$ cat src/rtl/core/cmx_pkg.sv
// ----------------------------------------------------------------------------
// cmx_pkg
// Shared constants for the machine-cycle CPU core.
// ----------------------------------------------------------------------------
package cmx_pkg;
    localparam logic [7:0] FLAG_Z = 8'h80;
    localparam logic [7:0] FLAG_N = 8'h40;
    localparam logic [7:0] FLAG_H = 8'h20;
    localparam logic [7:0] FLAG_C = 8'h10;
    localparam logic [2:0] SLOT_MEM = 3'd6;
    localparam logic [2:0] SLOT_A   = 3'd7;
    localparam logic [7:0] OP_NOP   = 8'h00;
    localparam logic [7:0] OP_LDSP  = 8'h08;
    localparam logic [7:0] OP_RLCA  = 8'h07;
    localparam logic [7:0] OP_RRCA  = 8'h0F;

    function automatic logic op_valid(input logic [7:0] op);
        logic [2:0] lo;
        lo = op[2:0];
        if (op[7:6] != 2'b00) return 1'b0;
        if (lo >= 3'd1 && lo <= 3'd6) return 1'b1;
        return (op == OP_NOP) || (op == OP_LDSP) || (op == OP_RLCA) || (op == OP_RRCA);
    endfunction

    function automatic logic [2:0] op_length(input logic [7:0] op);
        logic [2:0] lo;
        logic [2:0] r;
        lo = op[2:0];
        r  = op[5:3];
        if (!op_valid(op)) return 3'd1;
        unique case (lo)
            3'd0: return (op == OP_LDSP) ? 3'd5 : 3'd1;
            3'd1: return op[3] ? 3'd2 : 3'd3;
            3'd2, 3'd3: return 3'd2;
            3'd4, 3'd5: return (r == SLOT_MEM) ? 3'd3 : 3'd1;
            3'd6: return (r == SLOT_MEM) ? 3'd3 : 3'd2;
            default: return 3'd1;
        endcase
    endfunction
endpackage

$ cat src/rtl/core/cpu_mcycle_load_incdec_exec_core.sv
// ----------------------------------------------------------------------------
// cpu_mcycle_load_incdec_exec_core
// One machine cycle of an 8-bit CPU core per transaction.
// ----------------------------------------------------------------------------
// Each input transaction carries the byte returned for the bus access the
// previous result announced; the block finishes that machine cycle and
// returns the next access plus the register file. The architectural state
// and the result register update together on the accepting edge, and a new
// transaction is taken every clock as long as the result register is empty
// or being drained in the same cycle. After reset the pending access is an
// opcode read at address 0. Once an opcode outside the supported set is
// fetched, o_stopped rises and the core holds all state and announces idle
// reads of address 0 until reset.
module cpu_mcycle_load_incdec_exec_core (
    input  logic        i_clk,
    input  logic        i_rst_n,
    input  logic        i_valid,
    output logic        o_ready,
    input  logic [7:0]  i_read_data,
    output logic        o_valid,
    input  logic        i_ready,
    output logic [15:0] o_bus_address,
    output logic        o_bus_we,
    output logic [7:0]  o_bus_wdata,
    output logic [7:0]  o_acc_value,
    output logic [7:0]  o_flag_value,
    output logic [15:0] o_pair_bc,
    output logic [15:0] o_pair_de,
    output logic [15:0] o_pair_hl,
    output logic [15:0] o_stack_ptr,
    output logic [15:0] o_prog_counter,
    output logic        o_stopped
);
    import cmx_pkg::*;

    // Architectural state
    logic [7:0]  r_a, r_f, r_b, r_c, r_d, r_e, r_h, r_l;
    logic [15:0] r_sp, r_pc, r_scr;
    logic [7:0]  r_op;
    logic [2:0]  r_cyc;
    logic        r_stop;
    logic [7:0]  n_a, n_f, n_b, n_c, n_d, n_e, n_h, n_l;
    logic [15:0] n_sp, n_pc, n_scr;
    logic [7:0]  n_op;
    logic [2:0]  n_cyc;
    logic        n_stop;

    // Result register
    logic        r_ovalid;
    logic [15:0] r_addr;
    logic        r_wr;
    logic [7:0]  r_wd;
    logic [15:0] n_addr;
    logic        n_wr;
    logic [7:0]  n_wd;

    logic accept;
    assign o_ready = !r_ovalid || i_ready;
    assign accept  = i_valid && o_ready;

    // Execute stage: finish the current machine cycle.
    always_comb begin
        logic [2:0]  lo, r;
        logic [1:0]  p;
        logic        last, dec;
        logic [15:0] hl, v, pv;
        logic [16:0] sum;
        logic [12:0] hsum;
        logic [7:0]  tgt, res, fl;
        logic [7:0]  d;
        d   = i_read_data;
        lo  = r_op[2:0];
        r   = r_op[5:3];
        p   = r_op[5:4];
        last = (r_cyc + 3'd1 >= op_length(r_op)) || (r_cyc == 3'd7);
        dec = (lo == 3'd5);
        n_a = r_a; n_f = r_f; n_b = r_b; n_c = r_c; n_d = r_d; n_e = r_e;
        n_h = r_h; n_l = r_l; n_sp = r_sp; n_pc = r_pc; n_scr = r_scr;
        n_op = r_op; n_cyc = r_cyc; n_stop = r_stop;
        hl = {r_h, r_l};
        unique case (p)
            2'd0: pv = {r_b, r_c};
            2'd1: pv = {r_d, r_e};
            2'd2: pv = {r_h, r_l};
            default: pv = r_sp;
        endcase
        v = pv;
        sum  = {1'b0, hl} + {1'b0, v};
        hsum = {1'b0, hl[11:0]} + {1'b0, v[11:0]};
        unique case (r)
            3'd0: tgt = r_b;
            3'd1: tgt = r_c;
            3'd2: tgt = r_d;
            3'd3: tgt = r_e;
            3'd4: tgt = r_h;
            3'd5: tgt = r_l;
            3'd6: tgt = r_scr[7:0];
            default: tgt = r_a;
        endcase
        res = dec ? tgt - 8'd1 : tgt + 8'd1;
        if (r == SLOT_MEM) res = r_scr[7:0];
        fl = r_f & FLAG_C;
        if (res == 8'd0) fl = fl | FLAG_Z;
        if (dec) begin
            fl = fl | FLAG_N;
            if (res[3:0] == 4'hF) fl = fl | FLAG_H;
        end else if (res[3:0] == 4'h0) begin
            fl = fl | FLAG_H;
        end

        unique case (lo)
            3'd0: begin
                if (r_op == OP_LDSP) begin
                    if (r_cyc == 3'd0) begin
                        n_scr = {8'd0, d}; n_pc = r_pc + 16'd1;
                    end else if (r_cyc == 3'd1) begin
                        n_scr = r_scr + {d, 8'd0}; n_pc = r_pc + 16'd1;
                    end else if (r_cyc == 3'd2) begin
                        n_scr = r_scr + 16'd1;
                    end
                end
            end
            3'd1: begin
                if (r_op[3]) begin
                    if (r_cyc == 3'd1) begin
                        n_f = (r_f & FLAG_Z) | (hsum[12] ? FLAG_H : 8'd0)
                            | (sum[16] ? FLAG_C : 8'd0);
                        {n_h, n_l} = sum[15:0];
                    end
                end else if (r_cyc == 3'd0) begin
                    unique case (p)
                        2'd0: n_c = d;
                        2'd1: n_e = d;
                        2'd2: n_l = d;
                        default: n_sp = {8'd0, d};
                    endcase
                    n_pc = r_pc + 16'd1;
                end else if (r_cyc == 3'd1) begin
                    unique case (p)
                        2'd0: n_b = d;
                        2'd1: n_d = d;
                        2'd2: n_h = d;
                        default: n_sp = r_sp + {d, 8'd0};
                    endcase
                    n_pc = r_pc + 16'd1;
                end
            end
            3'd2: begin
                if (r_cyc == 3'd0) begin
                    if (r_op[3]) n_a = d;
                    if (p == 2'd2) {n_h, n_l} = hl + 16'd1;
                    else if (p == 2'd3) {n_h, n_l} = hl - 16'd1;
                end
            end
            3'd3: begin
                if (r_cyc == 3'd0) begin
                    unique case (p)
                        2'd0: {n_b, n_c} = r_op[3] ? pv - 16'd1 : pv + 16'd1;
                        2'd1: {n_d, n_e} = r_op[3] ? pv - 16'd1 : pv + 16'd1;
                        2'd2: {n_h, n_l} = r_op[3] ? pv - 16'd1 : pv + 16'd1;
                        default: n_sp = r_op[3] ? pv - 16'd1 : pv + 16'd1;
                    endcase
                end
            end
            3'd4, 3'd5: begin
                if (r == SLOT_MEM) begin
                    if (r_cyc == 3'd0) n_scr = {8'd0, dec ? d - 8'd1 : d + 8'd1};
                    else if (r_cyc == 3'd1) n_f = fl;
                end else if (r_cyc == 3'd0) begin
                    n_f = fl;
                    unique case (r)
                        3'd0: n_b = res;
                        3'd1: n_c = res;
                        3'd2: n_d = res;
                        3'd3: n_e = res;
                        3'd4: n_h = res;
                        3'd5: n_l = res;
                        default: n_a = res;
                    endcase
                end
            end
            3'd6: begin
                if (r_cyc == 3'd0) begin
                    n_scr = {8'd0, d}; n_pc = r_pc + 16'd1;
                end else if (r_cyc == 3'd1 && r != SLOT_MEM) begin
                    unique case (r)
                        3'd0: n_b = r_scr[7:0];
                        3'd1: n_c = r_scr[7:0];
                        3'd2: n_d = r_scr[7:0];
                        3'd3: n_e = r_scr[7:0];
                        3'd4: n_h = r_scr[7:0];
                        3'd5: n_l = r_scr[7:0];
                        default: n_a = r_scr[7:0];
                    endcase
                end
            end
            default: begin
                if (r_cyc == 3'd0) begin
                    if (r_op == OP_RLCA) begin
                        n_a = {r_a[6:0], r_a[7]};
                        n_f = r_a[7] ? FLAG_C : 8'd0;
                    end else begin
                        n_a = {r_a[0], r_a[7:1]};
                        n_f = r_a[0] ? FLAG_C : 8'd0;
                    end
                end
            end
        endcase

        if (last) begin
            n_op  = d;
            n_pc  = n_pc + 16'd1;
            n_cyc = 3'd0;
            if (!op_valid(d)) n_stop = 1'b1;
        end else begin
            n_cyc = r_cyc + 3'd1;
        end

        if (r_stop) begin
            n_a = r_a; n_f = r_f; n_b = r_b; n_c = r_c; n_d = r_d; n_e = r_e;
            n_h = r_h; n_l = r_l; n_sp = r_sp; n_pc = r_pc; n_scr = r_scr;
            n_op = r_op; n_cyc = r_cyc; n_stop = r_stop;
        end
    end

    // Next bus access, from the updated state.
    always_comb begin
        logic [2:0] lo, r;
        logic [1:0] p;
        lo = n_op[2:0];
        r  = n_op[5:3];
        p  = n_op[5:4];
        n_addr = 16'd0; n_wr = 1'b0; n_wd = 8'd0;
        if (n_stop) begin
            n_addr = 16'd0;
        end else if (n_cyc + 3'd1 >= op_length(n_op) || n_cyc == 3'd7) begin
            n_addr = n_pc;
        end else begin
            unique case (lo)
                3'd0: begin
                    if (n_cyc <= 3'd1) begin
                        n_addr = n_pc;
                    end else begin
                        n_addr = n_scr; n_wr = 1'b1;
                        n_wd = (n_cyc == 3'd2) ? n_sp[7:0] : n_sp[15:8];
                    end
                end
                3'd1: if (!n_op[3]) n_addr = n_pc;
                3'd2: begin
                    unique case (p)
                        2'd0: n_addr = {n_b, n_c};
                        2'd1: n_addr = {n_d, n_e};
                        default: n_addr = {n_h, n_l};
                    endcase
                    if (!n_op[3]) begin
                        n_wr = 1'b1; n_wd = n_a;
                    end
                end
                3'd4, 3'd5, 3'd6: begin
                    if (lo == 3'd6 && n_cyc == 3'd0) begin
                        n_addr = n_pc;
                    end else if (r == SLOT_MEM) begin
                        n_addr = {n_h, n_l};
                        if (n_cyc >= 3'd1) begin
                            n_wr = 1'b1; n_wd = n_scr[7:0];
                        end
                    end
                end
                default: n_addr = 16'd0;
            endcase
        end
    end

    always_ff @(posedge i_clk) begin
        if (!i_rst_n) begin
            r_a <= '0; r_f <= '0; r_b <= '0; r_c <= '0; r_d <= '0; r_e <= '0;
            r_h <= '0; r_l <= '0; r_sp <= '0; r_pc <= '0; r_scr <= '0;
            r_op <= OP_NOP; r_cyc <= '0; r_stop <= 1'b0; r_ovalid <= 1'b0;
        end else begin
            if (accept) begin
                r_a <= n_a; r_f <= n_f; r_b <= n_b; r_c <= n_c; r_d <= n_d;
                r_e <= n_e; r_h <= n_h; r_l <= n_l; r_sp <= n_sp; r_pc <= n_pc;
                r_scr <= n_scr; r_op <= n_op; r_cyc <= n_cyc; r_stop <= n_stop;
                r_ovalid <= 1'b1;
            end else if (i_ready) begin
                r_ovalid <= 1'b0;
            end
        end
    end

    always_ff @(posedge i_clk) begin
        if (accept) begin
            r_addr <= n_addr; r_wr <= n_wr; r_wd <= n_wd;
        end
    end

    assign o_valid          = r_ovalid;
    assign o_bus_address    = r_addr;
    assign o_bus_we         = r_wr;
    assign o_bus_wdata      = r_wd;
    assign o_acc_value      = r_a;
    assign o_flag_value     = {r_f[7:4], 4'd0};
    assign o_pair_bc        = {r_b, r_c};
    assign o_pair_de        = {r_d, r_e};
    assign o_pair_hl        = {r_h, r_l};
    assign o_stack_ptr      = r_sp;
    assign o_prog_counter   = r_pc;
    assign o_stopped        = r_stop;
endmodule

$ cat config.mk
export PLATFORM = sky130hd
export DESIGN_NAME = cpu_mcycle_load_incdec_exec_core
export DESIGN_NICKNAME = d
export VERILOG_FILES = /design/src/rtl/core/cmx_pkg.sv /design/src/rtl/core/cpu_mcycle_load_incdec_exec_core.sv
export SDC_FILE = /design/constraint.sdc
export NUM_CORES = 1
export LEC_CHECK = 0
export ABC_AREA = 1
export BUFFER_PORTS_ARGS = -buffer_cell sky130_fd_sc_hd__clkbuf_2
export CAP_MARGIN = 15
export CELL_PAD_IN_SITES_DETAIL_PLACEMENT = 1
export CELL_PAD_IN_SITES_GLOBAL_PLACEMENT = 2
export CORE_AREA = 5 5 234 236
export CTS_BUF_LIST = sky130_fd_sc_hd__clkbuf_8 sky130_fd_sc_hd__clkbuf_16
export DETAILED_ROUTE_END_ITERATION = 8
export DIE_AREA = 0 0 239 241
export PLACE_DENSITY = 0.95
export SLEW_MARGIN = 20
export SYNTH_ARGS = -nofsm -noshare
export SYNTH_HDL_FRONTEND = slang
export SYNTH_SLANG_ARGS = --single-unit
export TNS_END_PERCENT = 5
$ cat constraint.sdc
create_clock -name i_clk -period 8.2 [get_ports i_clk]
set_input_delay 1.23 -clock i_clk [delete_from_list [all_inputs] [get_ports i_clk]]
set_output_delay 1.23 -clock i_clk [all_outputs]
set_load 0.01 [all_outputs]
---- After elaboration in Yosys (flattened, before gate mapping) ----
Index checks and enable logic that the tools add are counted.
operators by class
  order comparisons ....................... 10
  reductions and logical operators ........ 47
  equal/unequal tests ..................... 44
  $add $sub $neg .......................... 17
  muxes and demuxes ....................... 222
  bitwise gates (word level) .............. 4
operators with widths
  cell                   count
  $mux 8                 113
  $mux 16                29
  $pmux 8 s4             5
  $pmux 16 s3            3
  $add 16x1->16 const B  5
  $pmux 8 s5             2
  $pmux 16 s2            2
  $pmux 16 s4            1
  $pmux 8 s7             1
  $eq 8x4->1 const B     6
  $pmux 8 s3             2
  $mux 1                 43
  $eq 3x3->1 const B     12
  $add 16x16->16         2
  $logic_not 8->1        4
  $sub 16x1->16 const B  2
  $pmux 3 s5             2
  $eq 3x2->1 const B     8
  $eq 8x3->1 const B     3
  $mux 3                 8
  $mux 5                 4
  $mux 6                 3
  $add 16x16->17         1
  $add 8x1->8 const B    2
  32 further kinds       81
word-level totals
  output and inout bits ................... 124
  register bits after elaboration ......... 150
  bits of input ports ..................... 12

---- Depth between registers and ports, before layout ----
  depth after elaboration ................. 31
  depth in mapped cells ................... 36
  depth with buffers taken out ............ 35

---- Least setup slack after synthesis ----
Ideal clock, no wire load.
  path kind ............................... flip-flop to flip-flop
  start point ............................. register r_op[0]
  end point ............................... register r_wd[3] (netlist: o_bus_wdata[3]) (data pin)
  stages on the path, launching flop included .. 35
  data arrival time ....................... 4.949 ns
  required time ........................... 8.073 ns
  buffers on the path ..................... 4
  slack ................................... 3.124 ns
  library setup time ...................... 0.127 ns
  cell sequence ........................... dfxtp_1 > inv_2 > nand2_2 > inv_1 > nand2_1 > buf_2 > buf_2 > buf_1 > o2111ai_1 > ha_1 > o21ai_1 > nand2_1 > nand2_1 > nand2_2 > nand2_2 > buf_2 > nand2_1 > o21ai_1 > clkinv_1 > nor2_2 > inv_1 > a41oi_1 > o211ai_1 > ha_1 > o21ai_0 > inv_1 > o21ai_0 > nand2_1 > inv_1 > nand2_1 > nor2_1 > nand2_1 > inv_1 > o21ai_1 > inv_1
between the ends
  cells in the longest elaborated chain, start to end .. 26
  elaborated cells on any way between the ends .. 110
  classes of those cells .................. add/sub: 1; order compare: 8; eq/ne: 21; mux: 56; reduce/logical: 24
RTL lines
  what                                                      line                                     source
  start: declaration                                        cpu_mcycle_load_incdec_exec_core.sv:39   logic [7:0] r_op;
  start signal: assignment                                  cpu_mcycle_load_incdec_exec_core.sv:283  r_scr <= n_scr; r_op <= n_op; r_cyc <= n_cyc; r_stop <= n_stop;
  $ge 3x1->1, or another cell as far along                  cmx_pkg.sv:21                            if (lo >= 3'd1 && lo <= 3'd6) return 1'b1;
  $logic_and 1x1->1 or $logic_or 1x1->1 (tied branches)     cmx_pkg.sv:21, cmx_pkg.sv:22
  $mux 1 or $logic_or 1x1->1 (tied branches) (2 in series)  cmx_pkg.sv:21, cmx_pkg.sv:22
  $mux 1                                                    cmx_pkg.sv:22                            return (op == OP_NOP) || (op == OP_LDSP) || (op == OP_RLCA) || (op == OP_RRCA);
  $mux 1                                                    cmx_pkg.sv:21
  $mux 3                                                    cmx_pkg.sv:31                            unique case (lo)
  $ge 3x3->1                                                cpu_mcycle_load_incdec_exec_core.sv:75   last = (r_cyc + 3'd1 >= op_length(r_op)) || (r_cyc == 3'd7);
  $logic_or 1x1->1                                          cpu_mcycle_load_incdec_exec_core.sv:75
  [... 9 more ...]                                          --
  $mux 1                                                    cpu_mcycle_load_incdec_exec_core.sv:234  if (n_stop) begin
  $mux 1                                                    cmx_pkg.sv:30                            if (!op_valid(op)) return 3'd1;
  $mux 1                                                    cpu_mcycle_load_incdec_exec_core.sv:234
  $mux 3                                                    cmx_pkg.sv:31
  $mux 3                                                    cpu_mcycle_load_incdec_exec_core.sv:234
  $ge 3x3->1                                                cpu_mcycle_load_incdec_exec_core.sv:236  end else if (n_cyc + 3'd1 >= op_length(n_op) || n_cyc == 3'd7) begin
  $logic_or 1x1->1                                          cpu_mcycle_load_incdec_exec_core.sv:236
  $reduce_or 2->1 (no source line)                          --
  end signal: assignment                                    cpu_mcycle_load_incdec_exec_core.sv:293  r_addr <= n_addr; r_wr <= n_wr; r_wd <= n_wd;
  end: declaration                                          cpu_mcycle_load_incdec_exec_core.sv:52   logic [7:0] r_wd;
Several ways; a longest one is shown, not always the timed one. The select of a mux whose other input is x is not followed.
A chain may end at the register's enable or synchronous reset.

---- Final worst setup path ----
  start point ............................. register r_op[5]
  end point ............................... register r_wd[3] (netlist: o_bus_wdata[3]) (data pin)
between the ends
  cells in the longest elaborated chain, start to end .. 26
  elaborated cells on any way between the ends .. 125
  classes of those cells .................. add/sub: 5; order compare: 6; eq/ne: 24; mux: 66; reduce/logical: 24
RTL lines
  what                                           line                                                                   source
  $eq 8x4->1 or $logic_not 8->1 (tied branches)  cmx_pkg.sv:22, cmx_pkg.sv:32, cpu_mcycle_load_incdec_exec_core.sv:113
  $logic_or 1x1->1 (3 in series)                 cmx_pkg.sv:22
  $mux 1                                         cmx_pkg.sv:22
  $mux 1                                         cmx_pkg.sv:21
  $mux 3                                         cmx_pkg.sv:31
  $ge 3x3->1                                     cpu_mcycle_load_incdec_exec_core.sv:75
  $logic_or 1x1->1                               cpu_mcycle_load_incdec_exec_core.sv:75
  $mux 8                                         cpu_mcycle_load_incdec_exec_core.sv:210                                if (last) begin
  [... 8 more ...]                               --
  $mux 1                                         cpu_mcycle_load_incdec_exec_core.sv:234
  $mux 1                                         cmx_pkg.sv:30
  $mux 1                                         cpu_mcycle_load_incdec_exec_core.sv:234
  $mux 3                                         cmx_pkg.sv:31
  $mux 3                                         cpu_mcycle_load_incdec_exec_core.sv:234
  $ge 3x3->1                                     cpu_mcycle_load_incdec_exec_core.sv:236
  $logic_or 1x1->1                               cpu_mcycle_load_incdec_exec_core.sv:236
  $reduce_or 2->1 (no source line)               --
Several ways; a longest one is shown, not always the timed one. The select of a mux whose other input is x is not followed.

==> impl_metrics.ini <==
[run_status]
status = complete, no violations

[clock_tree]
post_cts_buffers = 0
cts_buffers = 17
cts_resized = 0
clk_latency_ns = 0.52
clk_path_buf_depth = 2
clkTransAtPathRegs_ns = 0.07
cts_tree = yes
postCtsHoldBufs = 0
cts_sinks = 146
root_buffer = clkbuf_16
cts-htree-levels = 4

[route]
routed_wl_um = 112000
drcViolationCount = 0
drt-wirelength-per-cell_um = 28.7
vias_per_cell = 6.22
vias = 24387
firstDrtPassIters = 5
wl_met2_um = 46600
wl_met1_um = 45200
ant_nets = 0
drt_iter0_markers = 2834
met3_length_um = 10400
top_layer_used = met5

[yosys]
syn_area_um2 = 18200
synth_cells = 3167
ys.flop_type = dfxtp_1
seq_area_frac_synth_pct = 17.4
yosys_warnings = 0
synth_top_family_by_area = simple AND/OR/NAND/NOR gates
yosys.area.top_type_share_pct = 15.0
synth_area_leaders = nand2_1 15%, dfxtp_1 13%, o21ai_0 11%, a21oi_1 9.7%, inv_1 7.6%
yosysMostFrequentCell = nand2_1
synth_top_area_cell = nand2_1
syn_avg_cell_area_um2 = 5.74
ys_async_sr_fraction_pct = 0
muxShareOfSynthArea_pct = 0.0550
synth_edf_count = 25
synth_fa_ha_area_share_pct = 5.96
ys_types = 70
synthXorXnorAreaFrac_pct = 1.74
ys_ff_latch = 146
synthSimpleGateAreaFrac_pct = 31.5
synth_common_cells = 728 x nand2_1, 410 x o21ai_0, 369 x inv_1, 353 x a21oi_1, 264 x nor2_1
synth_compound_gate_area_share_pct = 31.5

[setup_path]
endpoint_kind = register
critPathLaunchType = register
critical-path-slowest-cell = dfxtp_1
worstSetupPathType = reg -> reg
critPathMaxStageDelay_ns = 0.71
critical_path.max_fanout = 27
critPathRequiredTime_ns = 8.57
crit_arrival_ns = 7.60

[global_routing]
grt_usage_pct = 37.8
grt_first_pass_wirelength_um = 162000
grt_max_degree = 90
grt-ovfl-total = 0
grt_pass1_vias = 23342
antenna_found_initial = 2

[placement]
port_buffers = 131
routabilityCongestion = 1.08
dpl.cell_count = 3888
hpwl_um = 86500

[timing]
drv_slew = 0
max_freq_mhz = 138
setup_violations = 0
hold_slack_ns = 0.483
maxSlewHeadroom_pct = 17.1
tightestPinTransition_ns = 1.23
timing.final.crit_share_pct = 88.2
rsz0062_at_grt = no
skew_ns = 0.0386
hold_viol = 0
setup_tns_ns = 0
fin_crit_ns = 7.23

[power]
p_leak_uw = 0.00904
power.density_nw_per_um2 = 242
vdd_drop_max_v = 0.000179
total_power_uw = 4860

[flow_run]
cap_violations = 0

[floorplanning]
die_w_um = 239
io_pins = 136
core_area_um2 = 52200
core.rowCount = 84
start_util_pct = 34.8
die-area_um2 = 57600
die_height_um = 241

[hold_path]
holdCritPathClass = reg -> reg

[finish]
area_growth_pct = 10.7
drive_gt1_share_pct = 9.38
post-route-util_pct = 38.5
fin_nets = 3314
layout.cells.non_filler = 3921
[flip-flops by register name, summed over array words and instances, names as in the netlist]
name / flops
o_bus_we: 1
r_l: 8
r_h: 8
r_d: 8
r_cyc: 3
r_op: 8
r_scr: 16
o_valid: 1
r_b: 8
r_c: 8
o_bus_address: 16
o_acc_value: 8
o_prog_counter: 16
r_f: 4
o_bus_wdata: 8
o_stopped: 1
o_stack_ptr: 16
r_e: 8
[worst max-delay path: cells and delay by family (launching register included)]
| kind | cells | cell delay (ns) |
|---|---|---|
| AOI/OAI and AO/OA | 8 | 1.40 |
| adders and majority gates | 2 | 0.60 |
| buffers and inverters | 7 | 1.41 |
| DFF | 1 | 0.71 |
| and+or+nand+nor | 12 | 2.95 |
[kinds of logic after synthesis]
logic type,Yosys count
compound gates,1021
xor+xnor,34
fa+ha+maj,83
buf+inv,549
flops,146
mux,1
other cells,1
simple gates,1332
[cell type report]
cell class | count | area, µm²
antenna | 1 | 2.50
clock buffer | 17 | 425
clock inverter | 15 | 211
fill | 7128 | 32100
inverter | 391 | 1470
multi-input combinational | 2475 | 12900
sequential | 146 | 3170
tap | 688 | 861
timing repair buffer | 188 | 1080
[power by group]
group	internal, µW	switching [µW]	total, µW
sequential	821	160	981
clock	495	427	922
combinational	726	2230	2960
[per-layer routing]
metal  up-vias  global-route usage [%]
li1      10880                       -
met1     11710                    48.7
met3       436                    8.39
met5         -                       0
met2      1359                    56.0
met4         2                    26.8
[stage by stage]
step | cell area, µm² | setup WS [ns]
global route | 20100 | 0.276
detailed placement | 19500 | 0.931
floorplan | 18200 | 3.12
global placement | 19500 | 1.22
CTS | 20100 | 0.894
finish | 20100 | 0.971
[cell usage in the layout (no fill, tap or decap), drive strengths merged, types with 77 or more instances in the layout]
cell,synthesis,layout
a21oi,355,355
clkbuf,114,148
dfxtp,121,121
ha,77,77
inv,384,394
nand2,747,747
nand3,194,194
nor2,281,281
o21ai,435,435
[final timing paths]
check,startpoint,endpoint,slack (ns),cells after the start
worst min-delay path,r_f[7],r_f[7],0.48,2
worst min register to register,r_f[7],r_f[7],0.48,2
worst max-delay path,r_op[5],o_bus_wdata[3],0.97,29
worst max register to register,r_op[5],o_bus_wdata[3],0.97,29
Note: power is estimated with default switching activity, not from simulation.
